`config.mk`:
```
export PLATFORM = sky130hd
export DESIGN_NAME = backslash_escape_decoder
export DESIGN_NICKNAME = d
export VERILOG_FILES = /design/src/sv/bsd_pkg.sv /design/src/sv/bsd_front.sv /design/src/sv/bsd_queue.sv /design/src/sv/bsd_back.sv /design/src/sv/backslash_escape_decoder.sv
export SDC_FILE = /design/constraint.sdc
export NUM_CORES = 1
export LEC_CHECK = 0
export ABC_AREA = 0
export BUFFER_PORTS_ARGS = -buffer_cell sky130_fd_sc_hd__buf_2
export CORE_MARGIN = 3
export CORE_UTILIZATION = 45
export DETAILED_ROUTE_END_ITERATION = 10
export SLEW_MARGIN = 20
export SYNTH_ARGS = -nofsm -noshare
export SYNTH_HDL_FRONTEND = slang
export SYNTH_HIERARCHICAL = 1
export SYNTH_SLANG_ARGS = --single-unit
export TNS_END_PERCENT = 100
```
`constraint.sdc`:
```
create_clock -name clk_i -period 3.5 [get_ports clk_i]
set_input_delay 0.35 -clock clk_i [delete_from_list [all_inputs] [get_ports clk_i]]
set_output_delay 0.35 -clock clk_i [all_outputs]
set_load 0.01 [all_outputs]
```
`src/sv/bsd_pkg.sv`:
```
`default_nettype none
package bsd_pkg;

  localparam logic [7:0] CharBackslash = 8'h5C;
  localparam logic [7:0] CharLowerN    = 8'h6E;
  localparam logic [7:0] CharLowerT    = 8'h74;
  localparam logic [7:0] CharLowerA    = 8'h61;
  localparam logic [7:0] CharLowerB    = 8'h62;
  localparam logic [7:0] CharLowerR    = 8'h72;
  localparam logic [7:0] CharLowerV    = 8'h76;
  localparam logic [7:0] CharLowerF    = 8'h66;
  localparam logic [7:0] CharLowerX    = 8'h78;

  localparam logic [1:0] OctDigitsMax = 2'd3;

  typedef enum logic [1:0] {
    ModeNormal = 2'd0,
    ModeEsc    = 2'd1,
    ModeOct    = 2'd2,
    ModeHex    = 2'd3
  } decode_mode_e;

  typedef struct packed {
    logic [7:0] in_byte;
    logic       in_last;
  } bsd_in_t;

  typedef struct packed {
    logic [7:0] out_byte;
    logic       out_run_last;
    logic       out_string_end;
  } bsd_out_t;

  // One classified input: one or two decoded bytes
  typedef struct packed {
    logic       pair;
    logic [7:0] first;
    logic [7:0] second;
    logic       last;
  } bsd_entry_t;

  function automatic logic is_octal(input logic [7:0] b);
    return (b >= 8'h30) && (b <= 8'h37);
  endfunction

  // Bit 4 flags a hex digit, bits 3:0 carry its value
  function automatic logic [4:0] hex_digit(input logic [7:0] b);
    logic [4:0] r;
    r = 5'd0;
    if (b >= 8'h30 && b <= 8'h39) begin
      r = {1'b1, 4'(b - 8'h30)};
    end else if (b >= 8'h61 && b <= 8'h66) begin
      r = {1'b1, 4'(b - 8'h57)};
    end else if (b >= 8'h41 && b <= 8'h46) begin
      r = {1'b1, 4'(b - 8'h37)};
    end
    return r;
  endfunction

  // Control byte for a simple escape, otherwise the byte itself
  function automatic logic [7:0] simple_escape(input logic [7:0] b);
    logic [7:0] r;
    case (b)
      CharLowerN: r = 8'd10;
      CharLowerT: r = 8'd9;
      CharLowerA: r = 8'd7;
      CharLowerB: r = 8'd8;
      CharLowerR: r = 8'd13;
      CharLowerV: r = 8'd11;
      CharLowerF: r = 8'd12;
      default:    r = b;
    endcase
    return r;
  endfunction

endpackage
`default_nettype wire

```
`src/sv/bsd_front.sv`:
```
`default_nettype none
module bsd_front (
  input  wire logic             clk_i,
  input  wire logic             rst_ni,
  input  wire logic             in_valid_i,
  output logic                  in_stall_o,
  input  wire bsd_pkg::bsd_in_t in_data_i,
  input  wire logic             q_full_i,
  output logic                  q_push_o,
  output bsd_pkg::bsd_entry_t   q_entry_o
);
  import bsd_pkg::*;

  decode_mode_e mode_q, mode_d;
  logic [7:0]   accum_q, accum_d;
  logic [1:0]   count_q, count_d;
  logic [1:0]   n_res;
  logic [7:0]   b;
  logic         last;
  logic         take;
  logic [7:0]   acc_oct, acc_hex;
  logic [4:0]   hd;
  logic [1:0]   cnt_inc;

  assign b          = in_data_i.in_byte;
  assign last       = in_data_i.in_last;
  assign in_stall_o = q_full_i;
  assign take       = in_valid_i && !q_full_i;
  assign hd         = hex_digit(b);
  assign acc_oct    = {accum_q[4:0], b[2:0]};
  assign acc_hex    = {accum_q[3:0], hd[3:0]};
  assign cnt_inc    = count_q + 2'd1;

  always_ff @(posedge clk_i or negedge rst_ni) begin
    if (!rst_ni) begin
      mode_q  <= ModeNormal;
      accum_q <= 8'd0;
      count_q <= 2'd0;
    end else if (take) begin
      mode_q  <= mode_d;
      accum_q <= accum_d;
      count_q <= count_d;
    end
  end

  always_comb begin
    mode_d           = mode_q;
    accum_d          = accum_q;
    count_d          = count_q;
    n_res            = 2'd0;
    q_entry_o.first  = b;
    q_entry_o.second = b;
    case (mode_q)
      ModeNormal: begin
        if (b == CharBackslash && !last) begin
          mode_d = ModeEsc;
        end else begin
          n_res = 2'd1;
        end
      end
      ModeEsc: begin
        mode_d = ModeNormal;
        if (b == CharLowerX) begin
          accum_d = 8'd0;
          count_d = 2'd0;
          q_entry_o.first = 8'd0;
          if (last) n_res = 2'd1;
          else mode_d = ModeHex;
        end else if (is_octal(b)) begin
          accum_d = {5'd0, b[2:0]};
          count_d = 2'd1;
          q_entry_o.first = {5'd0, b[2:0]};
          if (last) n_res = 2'd1;
          else mode_d = ModeOct;
        end else begin
          q_entry_o.first = simple_escape(b);
          n_res = 2'd1;
        end
      end
      ModeOct, ModeHex: begin
        if ((mode_q == ModeOct && is_octal(b)) || (mode_q == ModeHex && hd[4])) begin
          accum_d = (mode_q == ModeOct) ? acc_oct : acc_hex;
          count_d = cnt_inc;
          q_entry_o.first = accum_d;
          if (last || (mode_q == ModeOct && cnt_inc == OctDigitsMax) ||
              (mode_q == ModeHex && cnt_inc[1])) begin
            mode_d = ModeNormal;
            n_res  = 2'd1;
          end
        end else begin
          // flush the pending value; byte is text or starts an escape
          q_entry_o.first = accum_q;
          if (b == CharBackslash && !last) begin
            mode_d = ModeEsc;
            n_res  = 2'd1;
          end else begin
            mode_d = ModeNormal;
            n_res  = 2'd2;
          end
        end
      end
      default: mode_d = ModeNormal;
    endcase
    q_entry_o.pair = (n_res == 2'd2);
    q_entry_o.last = last;
  end

  assign q_push_o = take && (n_res != 2'd0);

endmodule
`default_nettype wire

```
`src/sv/bsd_queue.sv`:
```
`default_nettype none
module bsd_queue #(
  parameter int Depth = 2
) (
  input  wire logic                clk_i,
  input  wire logic                rst_ni,
  input  wire logic                push_i,
  input  wire bsd_pkg::bsd_entry_t push_entry_i,
  input  wire logic                pop_i,
  output bsd_pkg::bsd_entry_t      head_o,
  output logic                     empty_o,
  output logic                     full_o
);
  import bsd_pkg::*;

  localparam int PtrW = (Depth > 1) ? $clog2(Depth) : 1;
  localparam int CntW = $clog2(Depth + 1);

  bsd_entry_t      mem_q [Depth];
  logic [PtrW-1:0] wr_ptr_q, rd_ptr_q;
  logic [CntW-1:0] count_q;

  function automatic logic [PtrW-1:0] ptr_next(input logic [PtrW-1:0] p);
    return (p == PtrW'(Depth - 1)) ? '0 : p + 1'b1;
  endfunction

  assign empty_o = (count_q == '0);
  assign full_o  = (count_q == CntW'(Depth));
  assign head_o  = mem_q[rd_ptr_q];

  always_ff @(posedge clk_i) begin
    if (push_i) mem_q[wr_ptr_q] <= push_entry_i;
  end

  always_ff @(posedge clk_i or negedge rst_ni) begin
    if (!rst_ni) begin
      wr_ptr_q <= '0;
      rd_ptr_q <= '0;
      count_q  <= '0;
    end else begin
      if (push_i) wr_ptr_q <= ptr_next(wr_ptr_q);
      if (pop_i)  rd_ptr_q <= ptr_next(rd_ptr_q);
      if (push_i && !pop_i)      count_q <= count_q + 1'b1;
      else if (pop_i && !push_i) count_q <= count_q - 1'b1;
    end
  end

  a_no_overflow : assert property (@(posedge clk_i) disable iff (!rst_ni)
    !(push_i && full_o)) else $error("push into full queue");
  a_no_underflow : assert property (@(posedge clk_i) disable iff (!rst_ni)
    !(pop_i && empty_o)) else $error("pop from empty queue");
  a_count_bound : assert property (@(posedge clk_i) disable iff (!rst_ni)
    count_q <= CntW'(Depth)) else $error("queue count beyond depth");

endmodule
`default_nettype wire

```
`src/sv/bsd_back.sv`:
```
`default_nettype none
module bsd_back (
  input  wire logic                clk_i,
  input  wire logic                rst_ni,
  input  wire bsd_pkg::bsd_entry_t head_i,
  input  wire logic                empty_i,
  output logic                     pop_o,
  output logic                     out_valid_o,
  input  wire logic                out_stall_i,
  output bsd_pkg::bsd_out_t        out_data_o
);
  import bsd_pkg::*;

  logic     out_valid_q, out_valid_d;
  bsd_out_t out_q, out_d;
  logic     second_q, second_d;
  logic     load;

  assign load = !out_valid_q || !out_stall_i;

  always_comb begin
    out_valid_d = out_valid_q;
    out_d       = out_q;
    second_d    = second_q;
    pop_o       = 1'b0;
    if (load) begin
      if (second_q) begin
        out_valid_d = 1'b1;
        out_d       = '{out_byte: head_i.second, out_run_last: 1'b1,
                        out_string_end: head_i.last};
        second_d    = 1'b0;
        pop_o       = 1'b1;
      end else if (!empty_i) begin
        out_valid_d = 1'b1;
        out_d       = '{out_byte: head_i.first, out_run_last: !head_i.pair,
                        out_string_end: head_i.last && !head_i.pair};
        second_d    = head_i.pair;
        pop_o       = !head_i.pair;
      end else begin
        out_valid_d = 1'b0;
      end
    end
  end

  always_ff @(posedge clk_i or negedge rst_ni) begin
    if (!rst_ni) begin
      out_valid_q <= 1'b0;
      second_q    <= 1'b0;
    end else begin
      out_valid_q <= out_valid_d;
      second_q    <= second_d;
    end
  end

  always_ff @(posedge clk_i) begin
    out_q <= out_d;
  end

  assign out_valid_o = out_valid_q;
  assign out_data_o  = out_q;

  a_second_has_entry : assert property (@(posedge clk_i) disable iff (!rst_ni)
    second_q |-> !empty_i) else $error("second byte pending with empty queue");
  a_pair_follows : assert property (@(posedge clk_i) disable iff (!rst_ni)
    (out_valid_o && !out_stall_i && !out_data_o.out_run_last) |=>
    (out_valid_o && out_data_o.out_run_last))
    else $error("second byte of a pair did not follow");
  a_hold_when_stalled : assert property (@(posedge clk_i) disable iff (!rst_ni)
    (out_valid_o && out_stall_i) |=> (out_valid_o && $stable(out_data_o)))
    else $error("stalled output transaction changed");

endmodule
`default_nettype wire

```
`src/sv/backslash_escape_decoder.sv`:
```
`default_nettype none
// Backslash escape decoder. Takes one raw string byte per transaction (with a
// flag on the string's last byte) and returns the decoded bytes: the simple
// escapes \n \t \\ \a \b \r \v \f, octal escapes of one to three digits
// (wrapping modulo 256) and \x with up to two hex digits (zero when no digit
// follows). Any other escaped byte comes out as itself, and a backslash that
// ends the string comes out literally. An input transaction yields zero, one
// or two output transactions; out_run_last marks the last one caused by an
// input and out_string_end marks the final decoded byte of a string. Every
// input with the last flag set yields at least one output. Input is taken at
// one byte per cycle: the decoder front classifies each byte in the cycle it
// arrives and places its results in a QueueDepth-entry queue. The back end
// drains that queue through a registered output at one byte per cycle while
// the output is not stalled, so a two-byte result leaves as two successive
// output transactions, and input stalls only when the queue is full.
module backslash_escape_decoder #(
  parameter int QueueDepth = 2
) (
  input  wire logic             clk_i,
  input  wire logic             rst_ni,
  input  wire logic             in_valid_i,
  output logic                  in_stall_o,
  input  wire bsd_pkg::bsd_in_t in_data_i,
  output logic                  out_valid_o,
  input  wire logic             out_stall_i,
  output bsd_pkg::bsd_out_t     out_data_o
);
  import bsd_pkg::*;

  bsd_entry_t push_entry, head;
  logic       push, pop, q_empty, q_full;

  // Front: decode state machine, one classified transaction per cycle while the queue is not full
  bsd_front u_front (
    .clk_i      (clk_i),
    .rst_ni     (rst_ni),
    .in_valid_i (in_valid_i),
    .in_stall_o (in_stall_o),
    .in_data_i  (in_data_i),
    .q_full_i   (q_full),
    .q_push_o   (push),
    .q_entry_o  (push_entry)
  );

  // Queue: decouple the front from output back-pressure
  bsd_queue #(
    .Depth (QueueDepth)
  ) u_queue (
    .clk_i        (clk_i),
    .rst_ni       (rst_ni),
    .push_i       (push),
    .push_entry_i (push_entry),
    .pop_i        (pop),
    .head_o       (head),
    .empty_o      (q_empty),
    .full_o       (q_full)
  );

  // Back: serialise each entry into one or two output transactions
  bsd_back u_back (
    .clk_i       (clk_i),
    .rst_ni      (rst_ni),
    .head_i      (head),
    .empty_i     (q_empty),
    .pop_o       (pop),
    .out_valid_o (out_valid_o),
    .out_stall_i (out_stall_i),
    .out_data_o  (out_data_o)
  );

endmodule
`default_nettype wire
```
# After elaboration in Yosys (flattened, before gate mapping)
# Memories as Yosys holds them, arrays and structs flattened.
# Cells that the tools add are included.
classes:
  n_addsub: 8
  n_lt_le_gt_ge: 7
  eq_ne: 20
  muxes: 48
  reduce_logical: 35
op_table:
  columns: ["operator", "count"]
  rows:
  - ["8-bit by 7-bit equality test with 1-bit output (second input constant)", 9]
  - ["8-bit one-hot mux with 7 select lines", 1]
  - ["8-bit two-way mux", 6]
  - ["8-bit one-hot mux with 2 select lines", 2]
  - ["2-bit two-way mux", 15]
  - ["10-bit two-way mux", 2]
  - ["8-bit by 7-bit greater-or-equal comparator with 1-bit output (second input constant)", 2]
  - ["8-bit by 6-bit less-or-equal comparator with 1-bit output (second input constant)", 2]
  - ["8-bit by 7-bit less-or-equal comparator with 1-bit output (second input constant)", 2]
  - ["1-bit two-way mux", 16]
  - ["5-bit two-way mux", 3]
  - ["1-bit logical AND", 14]
  - ["2-bit one-hot mux with 3 select lines", 2]
  - ["2-bit equality test (second input constant)", 5]
  - ["8-bit by 6-bit greater-or-equal comparator with 1-bit output (second input constant)", 1]
  - ["4-bit by 3-bit subtractor with 4-bit output (second input constant)", 2]
  - ["1-bit zero test", 7]
  - ["3-bit AND reduction", 2]
  - ["2-bit nonzero test", 3]
  - ["2-bit by 1-bit adder with 2-bit output (second input constant)", 2]
  - ["2-bit zero test", 2]
  - ["1-bit logical OR", 4]
  - ["2-bit by 1-bit inequality test with 1-bit output (second input constant)", 2]
  - ["2-bit one-hot mux with 2 select lines", 1]
  - ["10 further kinds", 11]
totals:
  regBits: 28
  ram_bits: 36
  in_bits: 13
  output_inout_bits: 12
  elab_cells: 130
  memories: 1
mem_list:
  columns: ["name", "words", "word_bits", "read_ports", "rd_clocked_by_memory_dff", "write_ports", "line", "rtl"]
  rows:
  - ["u_queue.mem_q", 2, 18, 1, 0, 1, "bsd_queue.sv:19", "bsd_entry_t mem_q [Depth];"]

# Logic depth before layout (Yosys ltp)
# Gate-level depths: netlist (run 1).
logic_depth:
  ltp_word: 15
  ltp_mapped: 11
  ltp_nobuf: 11

# By module
# The synthesis (run 1) kept the hierarchy.
modules_own_cells:
  columns: ["mod", "instances", "cells_per_inst", "area_each_um2", "seq_area_each_um2"]
  rows:
  - ["bsd_front", 1, 210, 1672.9, 300.3]
  - ["bsd_queue", 1, 72, 1535.2, 1181.1]
  - ["bsd_back", 1, 31, 551.8, 350.3]

# Worst setup path before layout (run 1)
# No wires, ideal clock.
synth_timing:
  path_kind: "input to register"
  from: "input in_data_i[1] in the netlist's numbering"
  to: "memory u_queue/mem_q[0][0] in the netlist's numbering (enable)"
  setup_time_ns: 0.395
  t_arrival_ns: 2.734
  required_time_ns: 3.105
  slack_ns: 0.371
  cell_stages: 8
  n_path_buf: 0
  cell_sequence: "inv_1 ha_1 and2_4 o311a_4 a22oi_4 o21ai_2 a21oi_1 nor2b_1"
synth_via:
  elab_chain_len: 13
  elab_cells_between_ends: 30
  classes_between: "7 x order compare; 2 x eq/ne; 11 x mux; 10 x reduce/logical"
synth_lines:
  columns: ["item", "line", "rtl"]
  rows:
  - ["start, declared", "backslash_escape_decoder.sv:23", "input wire bsd_pkg::bsd_in_t in_data_i,"]
  - ["8-bit by 7-bit greater-or-equal comparator with 1-bit output / 8-bit by 7-bit less-or-equal comparator with 1-bit output (equally long branches)", "bsd_pkg.sv:54", "end else if (b >= 8'h41 && b <= 8'h46) begin"]
  - ["1-bit logical AND", "bsd_pkg.sv:54", null]
  - ["5-bit two-way mux", "bsd_pkg.sv:54", null]
  - ["5-bit two-way mux", "bsd_pkg.sv:52", "end else if (b >= 8'h61 && b <= 8'h66) begin"]
  - ["5-bit two-way mux", "bsd_pkg.sv:50", "if (b >= 8'h30 && b <= 8'h39) begin"]
  - ["1-bit logical AND", "bsd_front.sv:81", "if ((mode_q == ModeOct && is_octal(b)) || (mode_q == ModeHex && hd[4])) begin"]
  - ["1-bit logical OR", "bsd_front.sv:81", null]
  - ["2-bit two-way mux", "bsd_front.sv:81", null]
  - ["2-bit one-hot mux with 3 select lines (*)", "bsd_front.sv:53", "case (mode_q)"]
  - ["2-bit nonzero test (*)", "bsd_front.sv:108", "assign q_push_o = take && (n_res != 2'd0);"]
  - ["1-bit logical AND (*)", "bsd_front.sv:108", null]
  - ["via push", "backslash_escape_decoder.sv:31", "logic push, pop, q_empty, q_full;"]
  - ["1-bit two-way mux (*)", "bsd_queue.sv:32", "if (push_i) mem_q[wr_ptr_q] <= push_entry_i;"]
  - ["1-bit two-way mux (not written as such) (*)", "bsd_queue.sv:32", null]
  - ["end, declared", "bsd_queue.sv:19", null]
# Mark *: on every way through the listed nets, which the timed path passes. The rest lies on a longest branch.

# Worst setup path in the final report (run 1)
layout_timing:
  from: "input in_data_i[1] in the netlist's numbering"
  to: "memory u_queue/mem_q[0][12] in the netlist's numbering (enable)"
# Same word-level chain as after synthesis.

==> results of run 1 <==
==> cell usage in the layout (no fill, tap or decap), types with 2 or more instances in the layout <==
master,count
and4b_1,2
or4_1,3
bufinv_16,2
and3_2,5
or3_1,2
nor3_1,7
nor4_1,2
a21oi_1,9
nand4_1,3
nand2_1,16
a21o_1,3
and2_1,4
ha_1,7
o211ai_1,5
dfrtp_1,18
nand4b_1,5
mux2_2,13
clkbuf_8,9
mux2_4,17
buf_2,24
edfxtp_1,46
o2bb2ai_1,3
xnor2_1,2
nand2b_1,6
a211o_1,5
o221ai_1,3
nor2_1,19
inv_1,7
a31oi_1,5
o21ai_0,3
mux2i_1,2
o31ai_1,3
xor2_1,6
a2bb2oi_1,2
and3b_2,2
buf_4,7
clkinv_2,2
nor2b_1,4
nand3_1,17
==> critical path, stage by stage <==
cell and delay [ns]:
buf_2 0.16, inv_1 0.15, ha_1 0.26, and2_4 0.17, o311a_4 0.39, a22oi_4 0.23, o21ai_2 0.09, a21oi_1 0.31
nor2b_1 0.17, buf_4 0.27
==> per-layer routing <==
layer,up-vias,part of all wire,GRT usage
met5,-,0,0
met4,0,0.016,0.06496
met3,12,0.060,0.04164
met2,82,0.48,0.2783
met1,1227,0.44,0.2102
li1,1205,-,-
==> flip-flops by register name (all words and copies together) (netlist names) <==
name,cells
u_back/out_data_o,10
u_front/count_q,2
u_back/out_valid_o,1
u_back/second_q,1
u_front/mode_q,2
u_queue/rd_ptr_q,1
u_queue/mem_q,36
u_queue/count_q,2
u_queue/wr_ptr_q,1
u_front/accum_q,8
==> cells in the mapped netlist, drive strengths merged, types with 3 or more instances <==
library cell,count,area (µm²)
clkbuf,7,26.28
nand4,3,18.77
edfxtp,46,1381
xor2,6,52.55
o21ai,5,28.77
mux2,30,401.6
o211ai,5,37.54
and2,5,33.78
nand2,16,60.06
or4,3,22.52
nand2b,7,51.30
o31ai,3,22.52
a31oi,5,31.28
nor3,7,35.03
nor2b,4,25.02
o221ai,3,26.28
and3,5,37.54
dfrtp,18,450.4
a21o,4,31.28
o2bb2ai,3,26.28
inv,7,26.28
nand4b,5,43.79
nor2,19,71.32
nand3,17,85.08
buf,23,192.7
ha,7,87.58
a211o,5,43.79
a21oi,9,45.04
==> final cells by class <==
type	instances	area [µm²]
repair buffers	32	182.7
clock inverters	7	95.09
inverters	7	26.28
fillers	731	3857
clock buffers	9	123.9
flip-flops and latches	64	1832
multi-input cells	212	1683
well taps	102	127.6
==> worst min path at each step <==
stage,cells after the start,end
6_report,1,u_queue/mem_q[1][0]
3_5_place_dp,1,u_front/accum_q[4]
5_1_grt,1,u_queue/mem_q[0][0]
2_1_floorplan,0,u_back/out_valid_o
3_3_place_gp,1,u_front/accum_q[4]
4_1_cts,1,u_queue/mem_q[1][0]
==> through the flow <==
stage / worst slack (ns) / hold WS (ns) / util / cells
2_1_floorplan: 0.3714 / 0.05441 / - / 313
3_3_place_gp: 0.6539 / 0.3102 / 0.4845 / 416
3_5_place_dp: 0.6025 / 0.3129 / 0.4845 / 416
4_1_cts: 0.9692 / 0.2473 / 0.5134 / 433
5_1_grt: 0.8345 / 0.2500 / 0.5134 / 433
6_report: 0.9518 / 0.2727 / 0.5134 / 433
==> power groups by stage <==
stage / sequential (mW) / clock (mW) / combinational (mW)
after CTS: 1.14 / 0.705 / 0.752
after global routing: 1.15 / 0.743 / 0.800
final: 1.13 / 0.685 / 0.739
after global placement: 1.14 / 0 / 0.735
after detailed placement: 1.15 / 0 / 0.747
after floorplan: 1.16 / 0 / 0.590
==> timing repair <==
action | in CTS | in global routing
hold endpoints to repair | 18 | 0
hold buffers | 1 | 0
setup endpoints to repair | 0 | 0
buffers inserted | 0 | 0
==> logic make-up (layout without fill, tap and decap cells) <==
group	count (synthesis)	after routing
simple gates	104	104
flops	64	64
compound gates	61	61
xor+xnor	8	8
buf+inv	37	55
mux	32	32
fa+ha+maj	7	7
==> flow_summary.yaml, run 1 <==
clocking:
  cts_tree: "built"
  cts_max_level: 3
  clock_sinks: 64
  clk_pin_slew_worst_paths_ns: 0.07
  cts.path.max_buffers: 2
  cts_made_buffers: 9
  root_buffer: "clkbuf_8"
  clkLatencyLatePin_ns: 0.34
  cts.repair.resized: 0
logic_synthesis:
  synth_top_family_by_area: "simple AND/OR/NAND/NOR gates"
  ys_seq_area_frac: 0.4872
  synth_compound_area_frac: 0.1291
  synth_fa_ha_area_frac: 0.02329
  synthMuxAreaShare: 0.1121
  avgSynthCellArea_um2: 12.01
  ys_ff_latch: 64
  synth_nets: 333
  syn_area_um2: 3760
  yosysWarningCount: 6
  synthSimpleGateAreaFrac: 0.1644
  synth_cells: 313
  yosysUniqueCellTypes: 67
  synth-main-ff-cell: "edfxtp_1"
  ys_async_sr_fraction: 0.2813
  synth_edf_count: 46
  synthXorXnorAreaFrac: 0.01864
final_layout:
  drive_gt1_frac: 0.2900
  design_area_um2: 4070
  fin_nets: 346
  antennaDiodeCount: 0
  area_growth_syn_to_layout_pct: 8.253
setup_path:
  cp.arrival_ns: 2.57
  critPathLaunchType: "primary input"
  reg2reg_slack_ns: 1.09
  r2r-end: "u_front/count_q[1]"
  critPathKind: "primary input to flop"
  critPathMaxFanout: 18
  reg2regPathDepth: 6
  endpoint: "u_queue/mem_q[0][12]"
  worstSetupEndpointType: "flop"
  cp_data_required_time_ns: 3.52
  r2r-start: "u_queue/count_q[1]"
  startpoint: "in_data_i[1]"
placement:
  gp_congestion: 0.9200
  portBuffers: 24
  dpl.hpwl_mm: 5.402
  placed_area_um2: 3841
power_and_ir_drop:
  power_density_nw_per_um2: 627.9
  power.total_mw: 2.556
  p_sw_mw: 0.7240
  swShare: 0.2833
  p_leak_nw: 1.587
  combPwrFrac: 0.289
  seqPwrFrac: 0.443
  p_int_mw: 1.832
  clockPowerShare: 0.268
  vdd_drop_max_mv: 0.1863
global_routing:
  grt_pass1_wl_mm: 12.63
  grt_pass1_vias: 2501
  grt_max_degree: 26
  antenna_found_initial: 0
  track_usage: 0.1677
  grt-ovfl-total: 0
sta:
  finalSetupViolCount: 0
  worst_slew_pin_slew_ns: 0.9397
  min_period_ns: 2.548
  relSlewSlack: 0.3712
  slew_viol_final: 0
  final-hold-violation-count: 0
  tns_ns: 0
  fmax_ghz: 0.3924
  fin_skew_ns: 0.009973
  period_share: 0.7281
  rsz0062_at_grt: "false"
detailed_routing:
  drtIter0Drc: 198
  dr.pass1.iters: 4
  post_drt_wl_per_cell_um: 17.85
  wl_mm: 7.729
  viasPerCell: 5.834
  ant_nets: 0
  vias: 2526
  drc: 0
run:
  max_cap_viol_count: 0
die:
  rows: 32
  start_util: 0.4743
  dieArea_um2: 9488
  boundaryPins: 25
  die_h_um: 97.41
  core_area_um2: 7928
  die_w_um: 97.41
min_path:
  min-delay-start: "in_data_i[0]"
  hold_class: "primary input to flop"
status:
  outcome: "complete, no violations"
(Power assumes the default switching activity.)
==> run 2, diff against run 1 <==
--- a/config.mk
+++ b/config.mk
@@ -5,7 +5,7 @@
 export SDC_FILE = /design/constraint.sdc
 export NUM_CORES = 1
 export LEC_CHECK = 0
-export ABC_AREA = 0
+export ABC_AREA = 1
 export BUFFER_PORTS_ARGS = -buffer_cell sky130_fd_sc_hd__buf_2
 export CORE_MARGIN = 3
 export CORE_UTILIZATION = 45
==> constraint.sdc (replaced) <==
create_clock -name clk_i -period 2.1 [get_ports clk_i]
set_input_delay 0.21 -clock clk_i [delete_from_list [all_inputs] [get_ports clk_i]]
set_output_delay 0.21 -clock clk_i [all_outputs]
set_load 0.01 [all_outputs]
==> flow_summary.yaml, run 2 <==
status:
  outcome: "complete, no violations"
die:
  die_w_um: 95.41
  boundaryPins: 25
  start_util: 0.4805
  dieArea_um2: 9102
  rows: 31
  die_h_um: 95.41
  core_area_um2: 7486
logic_synthesis:
  synth_cells: 390
  ys_async_sr_fraction: 0.2813
  avgSynthCellArea_um2: 9.224
  yosys.area.top_type: "edfxtp_1"
  ys_seq_area_frac: 0.5092
  synth_most_common_cell: "nand2_1"
  yosysUniqueCellTypes: 37
  synth_top_cell_area_share: 0.3840
  syn_area_um2: 3597
  yosys-top-cells-count: "nand2_1, edfxtp_1, inv_1"
  yosysWarningCount: 6
  synth_nets: 410
  synth-main-ff-cell: "edfxtp_1"
  synth_edf_count: 46
  ys_ff_latch: 64
  synthTopCellsByArea: "edfxtp_1, nand2_1, dfrtp_1, nand3_1, inv_1"
power_and_ir_drop:
  swShare: 0.3581
  p_sw_mw: 1.688
  power_density_nw_per_um2: 1157
  p_int_mw: 3.025
  vdd_drop_max_mv: 0.3626
  seqPwrFrac: 0.431
  p_leak_nw: 1.885
  combPwrFrac: 0.373
  clockPowerShare: 0.197
final_layout:
  largest_register_ff_count: 36
  design_area_um2: 4074
  drive_gt1_frac: 0.2575
  fill_cells: 692
  fin_nets: 450
  multiInputGateArea_um2: 1450
  final_common_cell: "nand2_1"
  antennaDiodeCount: 0
  layoutNonFillerInstCount: 534
  area_growth_syn_to_layout_pct: 13.25
  regMostFlops: "u_queue/mem_q"
  regArea_um2: 1833
  final_cell_mix: "nand2_1, edfxtp_1, inv_1, nand3_1, buf_2"
clocking:
  root_buffer: "clkbuf_8"
  cts_made_buffers: 9
  clk_pin_slew_worst_paths_ns: 0.08
  clock_sinks: 64
  cts_setup_buffers: 0
  cts_tree: "built"
  cts_max_level: 3
  clkLatencyLatePin_ns: 0.33
  cts.path.max_buffers: 2
placement:
  gp_congestion: 0.9174
  placed_area_um2: 3886
  portBuffers: 24
  placed_cells: 517
  dpl.hpwl_mm: 5.521
sta:
  min_period_ns: 1.951
  final-hold-violation-count: 0
  fin_skew_ns: 0.007342
  fmax_ghz: 0.5127
  finalSetupViolCount: 0
  slew_viol_final: 0
  period_share: 0.9289
  relSlewSlack: 0.6224
  worst_slew_pin_slew_ns: 0.5663
  whs_ns: 0.1354
detailed_routing:
  wl_mm: 7.478
  dr.pass1.iters: 4
  ant_nets: 0
  vias: 2691
  post_drt_wl_per_cell_um: 14.00
  drtIter0Drc: 158
  drc: 0
  viasPerCell: 5.039
global_routing:
  antenna_found_initial: 0
  grt_pass1_vias: 2544
  grt_pass1_wl_mm: 12.21
  grt-ovfl-total: 0
  track_usage: 0.1771
  grt_max_degree: 19
setup_path:
  critPathMaxFanout: 18
  cp_data_required_time_ns: 2.14
  critPathKind: "flop to flop"
  cp.arrival_ns: 1.99
  worstSetupEndpointType: "flop"
  critPathLaunchType: "flop"
min_path:
  hold_class: "primary input to flop"
run:
  max_cap_viol_count: 0
run 2: final cells by class:
| cell class | count | area share |
|---|---|---|
| repair buffers | 47 | 0.07862 |
| clock buffers | 9 | 0.03041 |
| flip-flops and latches | 64 | 0.4499 |
| multi-input cells | 263 | 0.3560 |
| well taps | 99 | 0.03041 |
| clock inverters | 7 | 0.01167 |
| inverters | 45 | 0.04300 |
run 2: per-layer routing:
| layer | part of all wire | vias up | GRT usage |
|---|---|---|---|
| met4 | 0.0031 | 0 | 0.04028 |
| met1 | 0.46 | 1275 | 0.2353 |
| met5 | 0 | - | 0 |
| met3 | 0.040 | 2 | 0.04341 |
| met2 | 0.49 | 60 | 0.2933 |
| li1 | - | 1354 | - |
run 2: what timing repair did:
action / CTS / global route
endpoints found under the setup margin: 0 / 1
endpoints found under the hold margin: 18 / 0
gates resized for setup: 0 / 2
hold buffers: 1 / 0
run 2: logic make-up (layout without fill, tap and decap cells):
logic type / count (synthesis) / in the layout / synth area share
compound gates: 22 / 22 / 0.03791
xor+xnor: 3 / 3 / 0.007306
fa+ha+maj: 7 / 7 / 0.02435
buf+inv: 63 / 108 / 0.09183
flops: 64 / 64 / 0.5092
mux: 18 / 18 / 0.06574
simple gates: 213 / 213 / 0.2637
run 2: path summary, 6_finish.rpt:
kind	start	end	slack (ns)	cells after the start
setup / recovery	u_front/count_q[0]	u_queue/mem_q[0][1]	0.15	10
hold / removal	in_data_i[8]	u_queue/mem_q[1][8]	0.14	1
setup reg to reg	u_front/count_q[0]	u_queue/mem_q[0][1]	0.15	10
hold reg to reg	u_front/accum_q[5]	u_front/accum_q[5]	0.49	2
max in group asynchronous	rst_ni	u_front/mode_q[1]	1.45	2
min in group asynchronous	rst_ni	u_front/accum_q[5]	0.33	2
run 2: worst max-delay path, cell delays in order, from the launching register on:
cell and delay, ns:
dfrtp_1 0.34, inv_1 0.06, ha_1 0.31, nor2_1 0.15
a211oi_2 0.06, nand2_2 0.09, o211ai_1 0.10, nor2_2 0.17
inv_1 0.10, nor2_4 0.13, buf_12 0.16
run 2: power by group through the flow:
stage                     clock, mW  combinational, mW  sequential [mW]
final                         0.926               1.76             2.03
after global routing           1.01               1.98             2.08
after CTS                     0.960               1.78             2.03
after detailed placement          0               1.77             2.06
after global placement            0               1.74             2.05
after floorplan                   0               1.30             2.09
run 2: metrics by stage:
step             util   TNS (ns)  worst slack [ns]  total power, mW
6_report       0.5442          0            0.1494            4.713
3_3_place_gp   0.5191          0           0.02844            3.789
3_5_place_dp   0.5191    -0.4073          -0.02375            3.831
2_1_floorplan       -          0           0.02466            3.391
5_1_grt        0.5442  -0.003049         -0.001115            5.071
4_1_cts        0.5434          0            0.1103            4.770
==> run 3, diff against run 2 <==
--- a/config.mk
+++ b/config.mk
@@ -7,8 +7,10 @@
 export LEC_CHECK = 0
 export ABC_AREA = 1
 export BUFFER_PORTS_ARGS = -buffer_cell sky130_fd_sc_hd__buf_2
+export CORE_ASPECT_RATIO = 1.5
 export CORE_MARGIN = 3
 export CORE_UTILIZATION = 45
+export CTS_CLUSTER_DIAMETER = 150
 export DETAILED_ROUTE_END_ITERATION = 10
 export SLEW_MARGIN = 20
 export SYNTH_ARGS = -nofsm -noshare
==> flow_summary.yaml, run 3 (synthesis results as in run 2) <==
global_routing:
  grt_pass1_vias: 2618
  grt-ovfl-total: 0
  grt_max_degree: 19
  track_usage: 0.1792
  antenna_found_initial: 0
  grt_pass1_wl_mm: 12.43
sta:
  period_share: 0.9197
  fmax_ghz: 0.5178
  min_period_ns: 1.931
  worst_slew_pin_slew_ns: 0.5595
  fin_skew_ns: 0.002893
  finalSetupViolCount: 0
  relSlewSlack: 0.6270
  tns_ns: 0
  rsz0062_at_grt: "false"
  worst_slack_ns: 0.1686
  slew_viol_final: 0
  final-hold-violation-count: 0
placement:
  dpl.hpwl_mm: 5.755
  portBuffers: 24
  pre_cts_ws_ns: -0.03271
  placed_cells: 522
  gp_congestion: 0.9979
  placed_area_um2: 3905
min_path:
  min-delay-start: "in_data_i[8]"
  hold_class: "primary input to flop"
detailed_routing:
  drtIter0Drc: 109
  vias: 2697
  post_drt_wl_per_cell_um: 13.94
  drc: 0
  wl_mm: 7.501
  viasPerCell: 5.013
  dr.pass1.iters: 4
  ant_nets: 0
status:
  outcome: "complete, no violations"
setup_path:
  crit_family: "flip-flops"
  critPathMaxFanout: 7
  worstSetupEndpointType: "flop"
  startpoint: "u_front/mode_q[1]"
  crit_chain: "inv_2, nor2_2, a211oi_1, nand2_2, o211ai_1, nor2_2, ha_1, inv_1, nand3_1, nand2_1, nand2_1"
  cp.buffers_inverters: 2
  reg2reg_slack_ns: 0.17
  cp_data_required_time_ns: 2.32
  cpPeakStageDelay_ns: 0.46
  critPathLaunchType: "flop"
  cp.arrival_ns: 2.15
  critPathKind: "flop to flop"
  r2r-start: "u_front/mode_q[1]"
  slowest_stage: "dfrtp_2"
die:
  boundaryPins: 25
  die_w_um: 79
  rows: 39
  dieArea_um2: 9125
  core_area_um2: 7710
  die_h_um: 115.5
  start_util: 0.4666
final_layout:
  largest_register_ff_count: 36
  multiInputGateArea_um2: 1445
  area_growth_syn_to_layout_pct: 16.56
  antennaDiodeCount: 0
  drive_gt1_frac: 0.2500
  regArea_um2: 1833
  design_area_um2: 4193
  layoutNonFillerInstCount: 538
  regMostFlops: "u_queue/mem_q"
  fin_nets: 452
  final_common_cell: "nand2_1"
  fill_cells: 731
  final_cell_mix: "nand2_1, edfxtp_1, inv_1, nand3_1, buf_2"
clocking:
  cts_tree: "built"
  cts_made_buffers: 9
  cts.path.max_buffers: 2
  clock_sinks: 64
  cts_max_level: 3
  clkLatencyLatePin_ns: 0.33
  root_buffer: "clkbuf_16"
  clk_pin_slew_worst_paths_ns: 0.05
power_and_ir_drop:
  vdd_drop_max_mv: 0.5681
  power.total_mw: 5.187
  power_density_nw_per_um2: 1237
  p_leak_nw: 1.946
run:
  max_cap_viol_count: 0
[run 3: routing by layer]
| layer | up-vias | wire, µm | GRT usage |
|---|---|---|---|
| li1 | 1362 | - | - |
| met1 | 1262 | 2939 | 0.1941 |
| met2 | 54 | 4096 | 0.3296 |
| met3 | 19 | 241 | 0.03344 |
| met4 | 0 | 224 | 0.09060 |
| met5 | - | 0 | 0 |
[run 3: worst paths after layout]
path | to | cells past startpoint
min in group asynchronous | u_back/second_q | 2
max in group asynchronous | u_front/mode_q[1] | 2
setup reg to reg | u_queue/count_q[1] | 11
hold / removal | u_queue/mem_q[0][8] | 1
hold reg to reg | u_front/accum_q[6] | 2
setup / recovery | u_queue/count_q[1] | 11
[run 3: repair_timing]
| item | 4_1_cts | 5_1_grt |
|---|---|---|
| setup endpoints to repair | 0 | 1 |
| hold buffers | 1 | 0 |
| endpoints found under the hold margin | 18 | 0 |
| buffers inserted | 0 | 0 |
| resized for setup | 0 | 1 |
[run 3: worst register-to-register path, cell delays in order, from the launching register on]
cell and delay (ns):
dfrtp_2 0.46, inv_2 0.16, nor2_2 0.07, a211oi_1 0.28
nand2_2 0.09, o211ai_1 0.10, nor2_2 0.08, ha_1 0.32
inv_1 0.08, nand3_1 0.07, nand2_1 0.06, nand2_1 0.05
[run 3: layout make-up]
type | instances | area share
timing repair buffer | 49 | 0.07998
tap | 102 | 0.03044
sequential | 64 | 0.4372
clock buffer | 9 | 0.05372
inverter | 45 | 0.04178
multi-input combinational | 263 | 0.3447
clock inverter | 6 | 0.01224
[run 3: through the flow]
step | hold WS (ns) | utilization
floorplan | -0.08559 | -
global placement | 0.1587 | 0.5065
detailed placement | 0.1631 | 0.5065
CTS | 0.1205 | 0.5437
global route | 0.1347 | 0.5438
finish | 0.1299 | 0.5438
[run 3: report_power, final]
group          switching [mW]  leakage, nW  internal [mW]  total, mW
Combinational            1.02         1.15          0.731       1.75
Clock                   0.512        0.138          0.894       1.41
Sequential              0.155        0.657           1.88       2.03
Total                    1.69         1.95           3.50       5.19
